$ cat config.mk
export PLATFORM = sky130hd
export DESIGN_NAME = i2c_master_bit_sequencer
export DESIGN_NICKNAME = d
export VERILOG_FILES = /design/src/i2cms_pkg.sv /design/src/i2cms_front.sv /design/src/i2cms_cmd_fifo.sv /design/src/i2cms_phase_seq.sv /design/src/i2c_master_bit_sequencer.sv
export SDC_FILE = /design/constraint.sdc
export NUM_CORES = 1
export LEC_CHECK = 0
export BUFFER_PORTS_ARGS = -buffer_cell sky130_fd_sc_hd__buf_2
export CORE_ASPECT_RATIO = 0.7
export CORE_MARGIN = 1.5
export CORE_UTILIZATION = 55
export DETAILED_ROUTE_END_ITERATION = 16
export MAX_ROUTING_LAYER = met4
export PLACE_DENSITY = 0.76
export SLEW_MARGIN = 10
export SYNTH_ARGS = -nofsm -noshare
export SYNTH_HDL_FRONTEND = slang
export SYNTH_SLANG_ARGS = --single-unit
$ cat constraint.sdc
create_clock -name clock -period 4 [get_ports clock]
set_clock_uncertainty 0.2 [all_clocks]
set_input_delay 0.6 -clock clock [delete_from_list [all_inputs] [get_ports clock]]
set_output_delay 0.6 -clock clock [all_outputs]
set_load 0.03 [all_outputs]
$ cat src/i2cms_pkg.sv
// Shared types and constants for the I2C master bit sequencer.
// Used by the front, queue and phase sequencer modules; no dependencies.
`default_nettype none

package i2cms_pkg;

   typedef enum logic [2:0] {
      KIND_START = 3'd0,
      KIND_STOP  = 3'd1,
      KIND_WRITE = 3'd2,
      KIND_READ  = 3'd3,
      KIND_ACK   = 3'd4,
      KIND_NACK  = 3'd5
   } kind_type;

   typedef struct packed {
      kind_type   kind;
      logic [7:0] write_byte;
      logic [7:0] read_levels;
   } cmd_type;

   localparam logic [15:0] PHASE_CYCLES_RESET = 16'd100;
   localparam int          CMD_QUEUE_DEPTH    = 2;
   localparam logic [4:0]  STEP_LAST_SHORT2   = 5'd1;
   localparam logic [4:0]  STEP_LAST_SHORT3   = 5'd2;
   localparam logic [4:0]  STEP_LAST_SHORT4   = 5'd3;
   localparam logic [4:0]  STEP_LAST_BYTE     = 5'd16;

endpackage

`default_nettype wire

$ cat src/i2cms_front.sv
// Front end: accepts command items and drops codes that name no command.
// Depends on i2cms_pkg; feeds the command queue.
`default_nettype none

module i2cms_front (
   input  wire logic               req_valid,
   output logic                    req_ready,
   input  wire logic [2:0]         req_kind,
   input  wire logic [7:0]         req_write_byte,
   input  wire logic [7:0]         req_read_levels,
   output logic                    push,
   output i2cms_pkg::cmd_type      push_cmd,
   input  wire logic               queue_full
);
   import i2cms_pkg::*;

   logic known;

   always_comb begin
      case (kind_type'(req_kind))
         KIND_START, KIND_STOP, KIND_WRITE, KIND_READ, KIND_ACK, KIND_NACK: known = 1'b1;
         default: known = 1'b0;
      endcase
   end

   assign req_ready            = !queue_full;
   assign push                 = req_valid && !queue_full && known;
   assign push_cmd.kind        = kind_type'(req_kind);
   assign push_cmd.write_byte  = req_write_byte;
   assign push_cmd.read_levels = req_read_levels;

endmodule

`default_nettype wire

$ cat src/i2cms_cmd_fifo.sv
// Short command queue between the front end and the phase sequencer.
// Depends on i2cms_pkg for the command type.
`default_nettype none

module i2cms_cmd_fifo #(
   parameter int DEPTH = i2cms_pkg::CMD_QUEUE_DEPTH
) (
   input  wire logic               clock,
   input  wire logic               reset,
   input  wire logic               push,
   input  wire i2cms_pkg::cmd_type push_cmd,
   output logic                    full,
   input  wire logic               pop,
   output logic                    not_empty,
   output i2cms_pkg::cmd_type      pop_cmd
);
   import i2cms_pkg::*;

   localparam int PTR_W = $clog2(DEPTH);
   localparam int CNT_W = $clog2(DEPTH + 1);
   localparam logic [PTR_W-1:0] PTR_MAX = PTR_W'(DEPTH - 1);
   localparam logic [CNT_W-1:0] CNT_MAX = CNT_W'(DEPTH);

   cmd_type          mem_ff [DEPTH];
   logic [PTR_W-1:0] wr_ptr_ff, wr_ptr_in;
   logic [PTR_W-1:0] rd_ptr_ff, rd_ptr_in;
   logic [CNT_W-1:0] count_ff, count_in;
   logic             do_push, do_pop;

   assign full      = (count_ff == CNT_MAX);
   assign not_empty = (count_ff != '0);
   assign do_push   = push && !full;
   assign do_pop    = pop && not_empty;
   assign pop_cmd   = mem_ff[rd_ptr_ff];

   always_comb begin
      wr_ptr_in = wr_ptr_ff;
      rd_ptr_in = rd_ptr_ff;
      count_in  = count_ff;
      if (do_push) begin
         wr_ptr_in = (wr_ptr_ff == PTR_MAX) ? '0 : wr_ptr_ff + 1'b1;
      end
      if (do_pop) begin
         rd_ptr_in = (rd_ptr_ff == PTR_MAX) ? '0 : rd_ptr_ff + 1'b1;
      end
      if (do_push && !do_pop) begin
         count_in = count_ff + 1'b1;
      end else if (do_pop && !do_push) begin
         count_in = count_ff - 1'b1;
      end
   end

   always_ff @(posedge clock) begin
      if (reset) begin
         wr_ptr_ff <= '0;
         rd_ptr_ff <= '0;
         count_ff  <= '0;
      end else begin
         wr_ptr_ff <= wr_ptr_in;
         rd_ptr_ff <= rd_ptr_in;
         count_ff  <= count_in;
      end
   end

   always_ff @(posedge clock) begin
      if (do_push) begin
         mem_ff[wr_ptr_ff] <= push_cmd;
      end
   end

endmodule

`default_nettype wire

$ cat src/i2cms_phase_seq.sv
// Back end: steps through the pin phases of each command and holds each phase.
// Depends on i2cms_pkg; takes commands from the command queue.
`default_nettype none

module i2cms_phase_seq (
   input  wire logic               clock,
   input  wire logic               reset,
   input  wire logic               csr_wr_en,
   input  wire logic [15:0]        csr_wr_data,
   input  wire logic               cmd_valid,
   input  wire i2cms_pkg::cmd_type cmd,
   output logic                    cmd_pop,
   output logic                    rsp_valid,
   input  wire logic               rsp_ready,
   output logic                    rsp_scl,
   output logic                    rsp_sda,
   output logic [7:0]              rsp_read_byte,
   output logic                    rsp_last
);
   import i2cms_pkg::*;

   typedef enum logic {
      ST_IDLE,
      ST_RUN
   } state_type;

   state_type   state_ff, state_in;
   cmd_type     cmd_ff, cmd_in;
   logic [4:0]  step_ff, step_in;
   logic        scl_ff, sda_ff;
   logic [15:0] hold_ff, hold_in;
   logic [15:0] phase_cycles_ff;
   logic        rsp_valid_ff;
   logic        ph_scl, ph_sda, ph_last;
   logic [7:0]  ph_rbyte;
   logic [2:0]  bit_idx;
   logic        issue;

   assign bit_idx = 3'd7 - step_ff[3:1];

   always_comb begin
      ph_scl   = 1'b0;
      ph_sda   = 1'b1;
      ph_last  = 1'b0;
      ph_rbyte = 8'd0;
      case (cmd_ff.kind)
         KIND_START: begin
            ph_scl  = (step_ff == 5'd1) || (step_ff == 5'd2);
            ph_sda  = (step_ff == 5'd0) || (step_ff == 5'd1);
            ph_last = (step_ff == STEP_LAST_SHORT4);
         end
         KIND_STOP: begin
            ph_scl  = step_ff[1];
            ph_sda  = (step_ff == 5'd0) ? sda_ff : (step_ff == 5'd3);
            ph_last = (step_ff == STEP_LAST_SHORT4);
         end
         KIND_WRITE: begin
            if (step_ff == STEP_LAST_BYTE) begin
               ph_scl  = 1'b0;
               ph_sda  = 1'b1;
               ph_last = 1'b1;
            end else begin
               ph_sda = cmd_ff.write_byte[bit_idx];
               if (step_ff[0]) begin
                  ph_scl = 1'b1;
               end else begin
                  ph_scl = (step_ff == 5'd0) ? scl_ff : 1'b0;
               end
            end
         end
         KIND_READ: begin
            ph_sda = 1'b1;
            if (step_ff == 5'd0) begin
               ph_scl = scl_ff;
            end else begin
               ph_scl = step_ff[0];
            end
            ph_last = (step_ff == STEP_LAST_BYTE);
            if (ph_last) begin
               ph_rbyte = cmd_ff.read_levels;
            end
         end
         KIND_ACK: begin
            ph_scl  = (step_ff == 5'd0) ? scl_ff : (step_ff == 5'd1);
            ph_sda  = (step_ff == 5'd2);
            ph_last = (step_ff == STEP_LAST_SHORT3);
         end
         KIND_NACK: begin
            ph_scl  = (step_ff == 5'd0) ? scl_ff : 1'b1;
            ph_sda  = 1'b1;
            ph_last = (step_ff == STEP_LAST_SHORT2);
         end
         default: begin
            ph_last = 1'b1;
         end
      endcase
   end

   assign issue   = (state_ff == ST_RUN) && (hold_ff == '0) && (!rsp_valid_ff || rsp_ready);
   assign cmd_pop = cmd_valid && ((state_ff == ST_IDLE) || (issue && ph_last));

   always_comb begin
      state_in = state_ff;
      cmd_in   = cmd_ff;
      step_in  = step_ff;
      hold_in  = hold_ff;
      if (issue) begin
         hold_in = (phase_cycles_ff == '0) ? '0 : phase_cycles_ff - 1'b1;
         step_in = step_ff + 1'b1;
         if (ph_last) begin
            state_in = ST_IDLE;
         end
      end else if (hold_ff != '0) begin
         hold_in = hold_ff - 1'b1;
      end
      if (cmd_pop) begin
         state_in = ST_RUN;
         cmd_in   = cmd;
         step_in  = 5'd0;
      end
   end

   always_ff @(posedge clock) begin
      if (reset) begin
         state_ff        <= ST_IDLE;
         step_ff         <= 5'd0;
         hold_ff         <= '0;
         scl_ff          <= 1'b1;
         sda_ff          <= 1'b1;
         phase_cycles_ff <= PHASE_CYCLES_RESET;
         rsp_valid_ff    <= 1'b0;
      end else begin
         state_ff <= state_in;
         step_ff  <= step_in;
         hold_ff  <= hold_in;
         if (csr_wr_en) begin
            phase_cycles_ff <= csr_wr_data;
         end
         if (issue) begin
            scl_ff       <= ph_scl;
            sda_ff       <= ph_sda;
            rsp_valid_ff <= 1'b1;
         end else if (rsp_ready) begin
            rsp_valid_ff <= 1'b0;
         end
      end
   end

   always_ff @(posedge clock) begin
      cmd_ff <= cmd_in;
      if (issue) begin
         rsp_scl       <= ph_scl;
         rsp_sda       <= ph_sda;
         rsp_read_byte <= ph_rbyte;
         rsp_last      <= ph_last;
      end
   end

   assign rsp_valid = rsp_valid_ff;

endmodule

`default_nettype wire

$ cat src/i2c_master_bit_sequencer.sv
// Top level of the I2C master bit sequencer.
// Depends on i2cms_pkg, i2cms_front, i2cms_cmd_fifo and i2cms_phase_seq.
//
// Each req_ item is one bus command (start, stop, write, read, ack, nack).
// The block answers with one rsp_ item per pin phase, giving the SCL and SDA
// levels; rsp_last marks the final phase of a command, and a read returns
// its byte in rsp_read_byte on that phase. Codes that name no command are
// accepted and produce no items.
// Each phase is held by the hold counter in the phase sequencer, which is
// loaded from phase_cycles (csr_wr_data, written with csr_wr_en; zero acts
// as one). A command has 4 phases for start and stop, 17 for write and read,
// 3 for ack and 2 for nack.
// A command queue lets req_ items be accepted while earlier commands are
// still being driven, and a stalled rsp_ channel only stops the sequencer.
// Reset empties the queue, releases both lines high and sets phase_cycles
// to 100.
`default_nettype none

module i2c_master_bit_sequencer #(
   parameter int CMD_QUEUE_DEPTH = i2cms_pkg::CMD_QUEUE_DEPTH
) (
   input  wire logic        clock,
   input  wire logic        reset,
   input  wire logic        csr_wr_en,
   input  wire logic [15:0] csr_wr_data,
   input  wire logic        req_valid,
   output logic             req_ready,
   input  wire logic [2:0]  req_kind,
   input  wire logic [7:0]  req_write_byte,
   input  wire logic [7:0]  req_read_levels,
   output logic             rsp_valid,
   input  wire logic        rsp_ready,
   output logic             rsp_scl,
   output logic             rsp_sda,
   output logic [7:0]       rsp_read_byte,
   output logic             rsp_last
);
   import i2cms_pkg::*;

   logic    push, queue_full, pop, queue_not_empty;
   cmd_type push_cmd, pop_cmd;

   i2cms_front u_front (
      .req_valid       (req_valid),
      .req_ready       (req_ready),
      .req_kind        (req_kind),
      .req_write_byte  (req_write_byte),
      .req_read_levels (req_read_levels),
      .push            (push),
      .push_cmd        (push_cmd),
      .queue_full      (queue_full)
   );

   i2cms_cmd_fifo #(
      .DEPTH (CMD_QUEUE_DEPTH)
   ) u_cmd_fifo (
      .clock     (clock),
      .reset     (reset),
      .push      (push),
      .push_cmd  (push_cmd),
      .full      (queue_full),
      .pop       (pop),
      .not_empty (queue_not_empty),
      .pop_cmd   (pop_cmd)
   );

   i2cms_phase_seq u_phase_seq (
      .clock         (clock),
      .reset         (reset),
      .csr_wr_en     (csr_wr_en),
      .csr_wr_data   (csr_wr_data),
      .cmd_valid     (queue_not_empty),
      .cmd           (pop_cmd),
      .cmd_pop       (pop),
      .rsp_valid     (rsp_valid),
      .rsp_ready     (rsp_ready),
      .rsp_scl       (rsp_scl),
      .rsp_sda       (rsp_sda),
      .rsp_read_byte (rsp_read_byte),
      .rsp_last      (rsp_last)
   );

endmodule

`default_nettype wire

**Word-level counts from Yosys, hierarchy flattened**

Memories as Yosys holds them, arrays and structs flattened. A register that Yosys moved wholly into a read port is not among the register bits.
Cells that the tools add are included.

- Memories: 1
- Output and inout port bits: 13
- Register bits after elaboration: 56
- Bits of input ports: 40
- Word-level logic and storage cells: 104
- Memory bits (writable): 38

Memories:

| memory | depth | width | read ports | clocked after memory_dff | write ports | RTL line | RTL |
|---|---|---|---|---|---|---|---|
| u_cmd_fifo.mem_ff | 2 | 19 | 1 | 1 | 1 | i2cms_cmd_fifo.sv:24 | `cmd_type mem_ff [DEPTH];` |

- Mux-type cells: 29
- Eq/ne operators: 15
- Reduce and logical (&&, ||, !) cells: 35
- Bitwise operators: 1
- $lt $le $gt $ge: 1
- Add/sub/neg operators: 8

Operators with widths:

| kind | number |
|---|---|
| $mux 16 | 3 |
| $logic_not 16->1 | 2 |
| $sub 16x1->16 const B | 2 |
| $mux 1 | 20 |
| $reduce_bool 16->1 | 1 |
| $eq 3x2->1 const B | 4 |
| $eq 3x3->1 const B | 4 |
| $reduce_bool 2->1 | 6 |
| $eq 5x2->1 const B | 2 |
| $logic_and 1x1->1 | 10 |
| $eq 3x1->1 const B | 2 |
| $logic_not 3->1 | 2 |
| $pmux 1 s6 | 1 |
| $reduce_or 6->1 | 1 |
| $add 5x1->5 const B | 1 |
| $eq 5x1->1 const B | 1 |
| $eq 5x5->1 const B | 1 |
| $logic_not 5->1 | 1 |
| $pmux 1 s5 | 1 |
| $logic_not 1->1 | 4 |
| $logic_or 1x1->1 | 4 |
| $lt 3x4->1 const B | 1 |
| $mux 2 | 2 |
| $pmux 1 s4 | 1 |
| other kinds (9) | 12 |

**Depth between registers and ports, before layout**

- Word-level depth: 10
- Gate-level depth with buffers: 12

**By module**

From an unflattened synthesis, not the netlist that was laid out.

- Cell total of the unflattened synthesis: 445
- Area, all modules: 5242.5 um^2

By module, submodules not included:

| module | area an instance (um^2) | cells each | instances |
|---|---|---|---|
| i2cms_phase_seq | 3498.4 | 339 | 1 |
| i2cms_cmd_fifo | 1587.8 | 84 | 1 |
| i2cms_front | 156.4 | 22 | 1 |

**Least setup slack after synthesis**

Ideal clock, no wire load.

- Path type: register -> register
- From: reg u_phase_seq.step_ff[1]
- To: reg u_phase_seq.cmd_ff[0] (netlist name)
- Cell stages (with the launch flop): 8
- Library setup time: 397 ps
- Data required time: 3403 ps
- Period minus slack after synthesis: 3061 ps
- Buffers on the path: 0
- Path slack: 939 ps
- Data arrival time: 2464 ps
- Path through: dfxtp_1 -> inv_1 -> ha_1 -> nor4bb_1 -> nor2_1 -> o22a_1 -> o21ai_1 -> nor2b_1

- Word-level cells in the longest chain between the ends: 6
- Elaborated cells between the ends (all ways): 9

Ends and longest elaborated chain:

| what | RTL line | RTL |
|---|---|---|
| start, declared | i2cms_phase_seq.sv:29 | `logic [4:0] step_ff, step_in;` |
| start signal, assigned | i2cms_phase_seq.sv:134 | `step_ff <= step_in;` |
| $eq 5x5->1 | i2cms_phase_seq.sv:58, i2cms_phase_seq.sv:78 |  |
| $mux 1 | i2cms_phase_seq.sv:58 | `if (step_ff == STEP_LAST_BYTE) begin` |
| $pmux 1 s5 * | i2cms_phase_seq.sv:46 | `case (cmd_ff.kind)` |
| $logic_and 1x1->1 * | i2cms_phase_seq.sv:100 | `assign cmd_pop = cmd_valid && ((state_ff == ST_IDLE) \|\| (issue && ph_last));` |
| $logic_or 1x1->1 * | i2cms_phase_seq.sv:100 |  |
| $logic_and 1x1->1 * | i2cms_phase_seq.sv:100 |  |
| net pop | i2c_master_bit_sequencer.sv:40 | `logic push, queue_full, pop, queue_not_empty;` |

Mark *: on every way through the listed nets, which the timed path passes. The rest lies on a longest branch.
A chain may end at the register's enable or synchronous reset.

**Worst setup path after layout**

- From: reg u_phase_seq.step_ff[1]
- To: reg u_cmd_fifo.count_ff[1]

- Word-level cells in the longest chain between the ends: 10
- Elaborated cells between the ends (all ways): 15

Ends and longest elaborated chain:

| what | RTL line | RTL |
|---|---|---|
| $eq 5x5->1 | i2cms_phase_seq.sv:58, i2cms_phase_seq.sv:78 |  |
| $mux 1 | i2cms_phase_seq.sv:58 |  |
| $pmux 1 s5 * | i2cms_phase_seq.sv:46 |  |
| $logic_and 1x1->1 * | i2cms_phase_seq.sv:100 |  |
| $logic_or 1x1->1 * | i2cms_phase_seq.sv:100 |  |
| $logic_and 1x1->1 * | i2cms_phase_seq.sv:100 |  |
| $logic_and 1x1->1 * | i2cms_cmd_fifo.sv:33 | `assign do_pop = pop && not_empty;` |
| $logic_not 1->1 | i2cms_cmd_fifo.sv:46 | `if (do_push && !do_pop) begin` |
| $logic_and 1x1->1 | i2cms_cmd_fifo.sv:46 |  |
| $mux 2 / $reduce_bool 2->1 (equally long branches) | - |  |
| end signal, assigned | i2cms_cmd_fifo.sv:61 | `count_ff <= count_in;` |
| end, declared | i2cms_cmd_fifo.sv:27 | `logic [CNT_W-1:0] count_ff, count_in;` |

Every way passes the cells marked *; elsewhere a longest branch is shown, timed or not.

==> impl_metrics.toml <==
[finish]
nets = 540
nFillCells = 683
stdcell_count = 628
multiInputGateArea_um2 = 2102
final_area_um2 = 6157
synthToLayoutAreaGrowth_pct = 19.50
antenna_cells = 0
regArea_um2 = 2943
drive_gt1_frac = 0.2381

[cts]
clock_path_buffers = 2
clock_latency_ns = 0.41
post_cts_buffers = 0
holdBufCountCts = 0
cts_buffers = 17
clk_pin_slew_ns = 0.05
cts-resized-gates = 0
cts_sinks = 113
cts_root_buffer = "clkbuf_16"
cts_tree = "done"
htreeDepth = 4

[sta]
maxSlewViolCount = 0
slew_headroom = 0.3161
fin_hold_ws_ns = 0.1743
max_freq_mhz = 309.0
grt_setup_unrepaired = "false"
period_share = 0.8090
tns_ns = 0
hold_violations = 0
setup_viol = 0
fin_crit_ns = 3.236
tightest_slew_ns = 1.024

[worst_setup_path]
cp-start-kind = "register"
cp.arrival_ns = 3.37
cp_max_fo = 8
path_class = "reg -> reg"
worst_setup_path_end_kind = "register"
required_ns = 4.13

[global_route]
grt_pass1_wl_um = 16620
grt_max_degree = 32
first_global_vias = 3322
overflow = 0
grt_usage = 0.2302
antenna_found_initial = 0

[synthesis]
ys.flop_type = "edfxtp_1"
yosysTopAreaCellShare = 0.3963
ys_ff_latch = 113
synth_cell_type_count = 58
ys_async_sr_fraction = 0
synth_area_leaders = "edfxtp_1, dfxtp_1, mux2_2"
synth_area_leader_cell = "edfxtp_1"
postSynthCellCount = 433
ys_warn_count = 0
syn_nets = 482
seq_area_frac_synth = 0.5712
synth_area_um2 = 5152
syn_area_per_cell_um2 = 11.90
synth-edff-count = 68

[drt]
post_drt_wl_per_cell_um = 16.61
vias_per_cell = 5.664
drc = 0
wl_um = 10430
initialDrtViolationCount = 268
ant_nets = 0
vias = 3557
drt_pass1_iterations = 4

[run]
cap_violations = 0

[floorplan]
fp.coreArea_um2 = 9071
num_rows = 29
dieHeight_um = 83.98
io_pins = 53
dieArea_um2 = 9967
start_util = 0.5680
die_width_um = 118.7

[place]
gp_congestion = 0.8900
dpl_cell_area_um2 = 5532
place_inst = 596
io_buffers = 52
place_hpwl_um = 7069

[min_path]
hp-class = "in -> reg"

[status]
status = "completed"

[power]
p_per_area_nw_per_um2 = 736.1
p_leak_nw = 2.320
ir_worst_vdd_mv = 0.4167
cell type report:
type | instances | share of cell area
sequential | 113 | 0.4780
multi-input combinational | 292 | 0.3414
clock buffer | 20 | 0.07092
timing repair buffer | 56 | 0.04714
clock inverter | 12 | 0.03068
tap | 124 | 0.02520
inverter | 11 | 0.006706
per-layer routing:
| metal | routed length [um] | vias to the layer above | global-route usage |
|---|---|---|---|
| met1 | 4965 | 1666 | 0.3177 |
| met2 | 4380 | 147 | 0.3113 |
| met3 | 873 | 22 | 0.07172 |
| met4 | 212 | 0 | 0.1030 |
| met5 | 0 | - | - |
| li1 | - | 1722 | - |
logic make-up after synthesis:
group / share of synthesized area
and+or+nand+nor: 0.1787
DFF: 0.5712
AOI/OAI and AO/OA: 0.07358
muxes: 0.08329
xor gates and xnor gates: 0.04930
buffers and inverters: 0.02210
adders and majority gates: 0.02186
where the power goes:
group	total [mW]	internal (mW)	switching [mW]	leakage [nW]
sequential	1.74	1.52	0.217	1.01
combinational	1.20	0.503	0.695	1.00
clock	1.60	1.10	0.503	0.311
worst paths after layout:
path                          start                           end  slack, ns  cells after the start
max          u_phase_seq.step_ff[1]        u_cmd_fifo.count_ff[1]       0.76                     10
min              req_read_levels[7]       u_cmd_fifo.mem_ff[0][7]       0.17                      1
max reg2reg  u_phase_seq.step_ff[1]        u_cmd_fifo.count_ff[1]       0.76                     10
min reg2reg   u_phase_seq.cmd_ff[5]  u_phase_seq.rsp_read_byte[5]       0.31                      1
placed cells by master, fill, tap and decap left out, types with 3 or more instances in the layout:
master | synthesis | routed
a211oi_1 | 6 | 6
a21oi_1 | 19 | 19
a31oi_1 | 3 | 3
and2_1 | 12 | 12
and4b_1 | 4 | 4
buf_2 | 4 | 52
buf_4 | 1 | 4
bufinv_16 | 0 | 5
clkbuf_1 | 9 | 3
clkbuf_16 | 0 | 17
clkinv_2 | 0 | 6
dfxtp_1 | 45 | 45
edfxtp_1 | 68 | 68
ha_1 | 9 | 9
inv_1 | 11 | 11
mux2_2 | 19 | 19
mux2i_1 | 17 | 17
nand2_1 | 28 | 28
nand2b_1 | 5 | 5
nand3_1 | 17 | 17
nand3b_1 | 3 | 3
nand4_1 | 5 | 5
nand4b_1 | 3 | 3
nor2_1 | 35 | 35
nor2b_1 | 5 | 5
nor3_1 | 14 | 14
nor3b_1 | 4 | 4
nor4_1 | 7 | 6
nor4_2 | 2 | 3
nor4_4 | 3 | 3
o21ai_0 | 7 | 7
o21ai_1 | 3 | 3
xnor2_1 | 20 | 20
xor2_1 | 9 | 9
per-stage QoR:
step | util | worst slack [ns] | power (mW)
6_report | 0.6788 | 0.7641 | 4.533
2_1_floorplan | - | 0.9389 | 2.628
3_5_place_dp | 0.6098 | 0.8690 | 2.927
5_1_grt | 0.6788 | 0.4070 | 4.747
4_1_cts | 0.6788 | 0.8034 | 4.532
3_3_place_gp | 0.6098 | 0.9982 | 2.889
synth_stat cells, types with 3 or more instances:
master and count:
edfxtp_1 68, and4b_1 4, nand2b_1 5, nor2_1 35, dfxtp_1 45, nand4b_1 3, nor3_1 14, o21ai_1 3
inv_1 11, nor2b_1 5, a211oi_1 6, ha_1 9, nand3b_1 3, mux2i_1 17, mux2_2 19, a31oi_1 3
clkbuf_1 9, nand3_1 17, nor4_4 3, nand4_1 5, o21ai_0 7, xor2_1 9, buf_1 3, nor3b_1 4
nor4_1 7, a21oi_1 19, buf_2 4, and2_1 12, xnor2_1 20, nand2_1 28
state kept, by name, indices dropped and copies added, names as in the netlist:
register and cells:
u_cmd_fifo.rd_ptr_ff 1, u_phase_seq.step_ff 5, u_phase_seq.rsp_last 1, u_phase_seq.rsp_valid 1
u_cmd_fifo.count_ff 2, u_cmd_fifo.mem_ff 38, u_cmd_fifo.wr_ptr_ff 1, u_phase_seq.rsp_read_byte 8
u_phase_seq.hold_ff 16, u_phase_seq.cmd_ff 19, u_phase_seq.rsp_sda 1, u_phase_seq.phase_cycles_ff 16
u_phase_seq.scl_ff 1, u_phase_seq.state_ff 1, u_phase_seq.rsp_scl 1, u_phase_seq.sda_ff 1
worst max-delay path: stages, from the launching register on:
cell and delay [ns]:
dfxtp_1 0.41, inv_1 0.15, ha_1 0.29, nor4bb_1 0.50
nor2_1 0.09, o22a_1 0.27, o21ai_1 0.24, o21ai_0 0.14
ha_1 0.34, or3_1 0.37, a21oi_1 0.16
No activity file was read; power rests on OpenSTA's default activity.
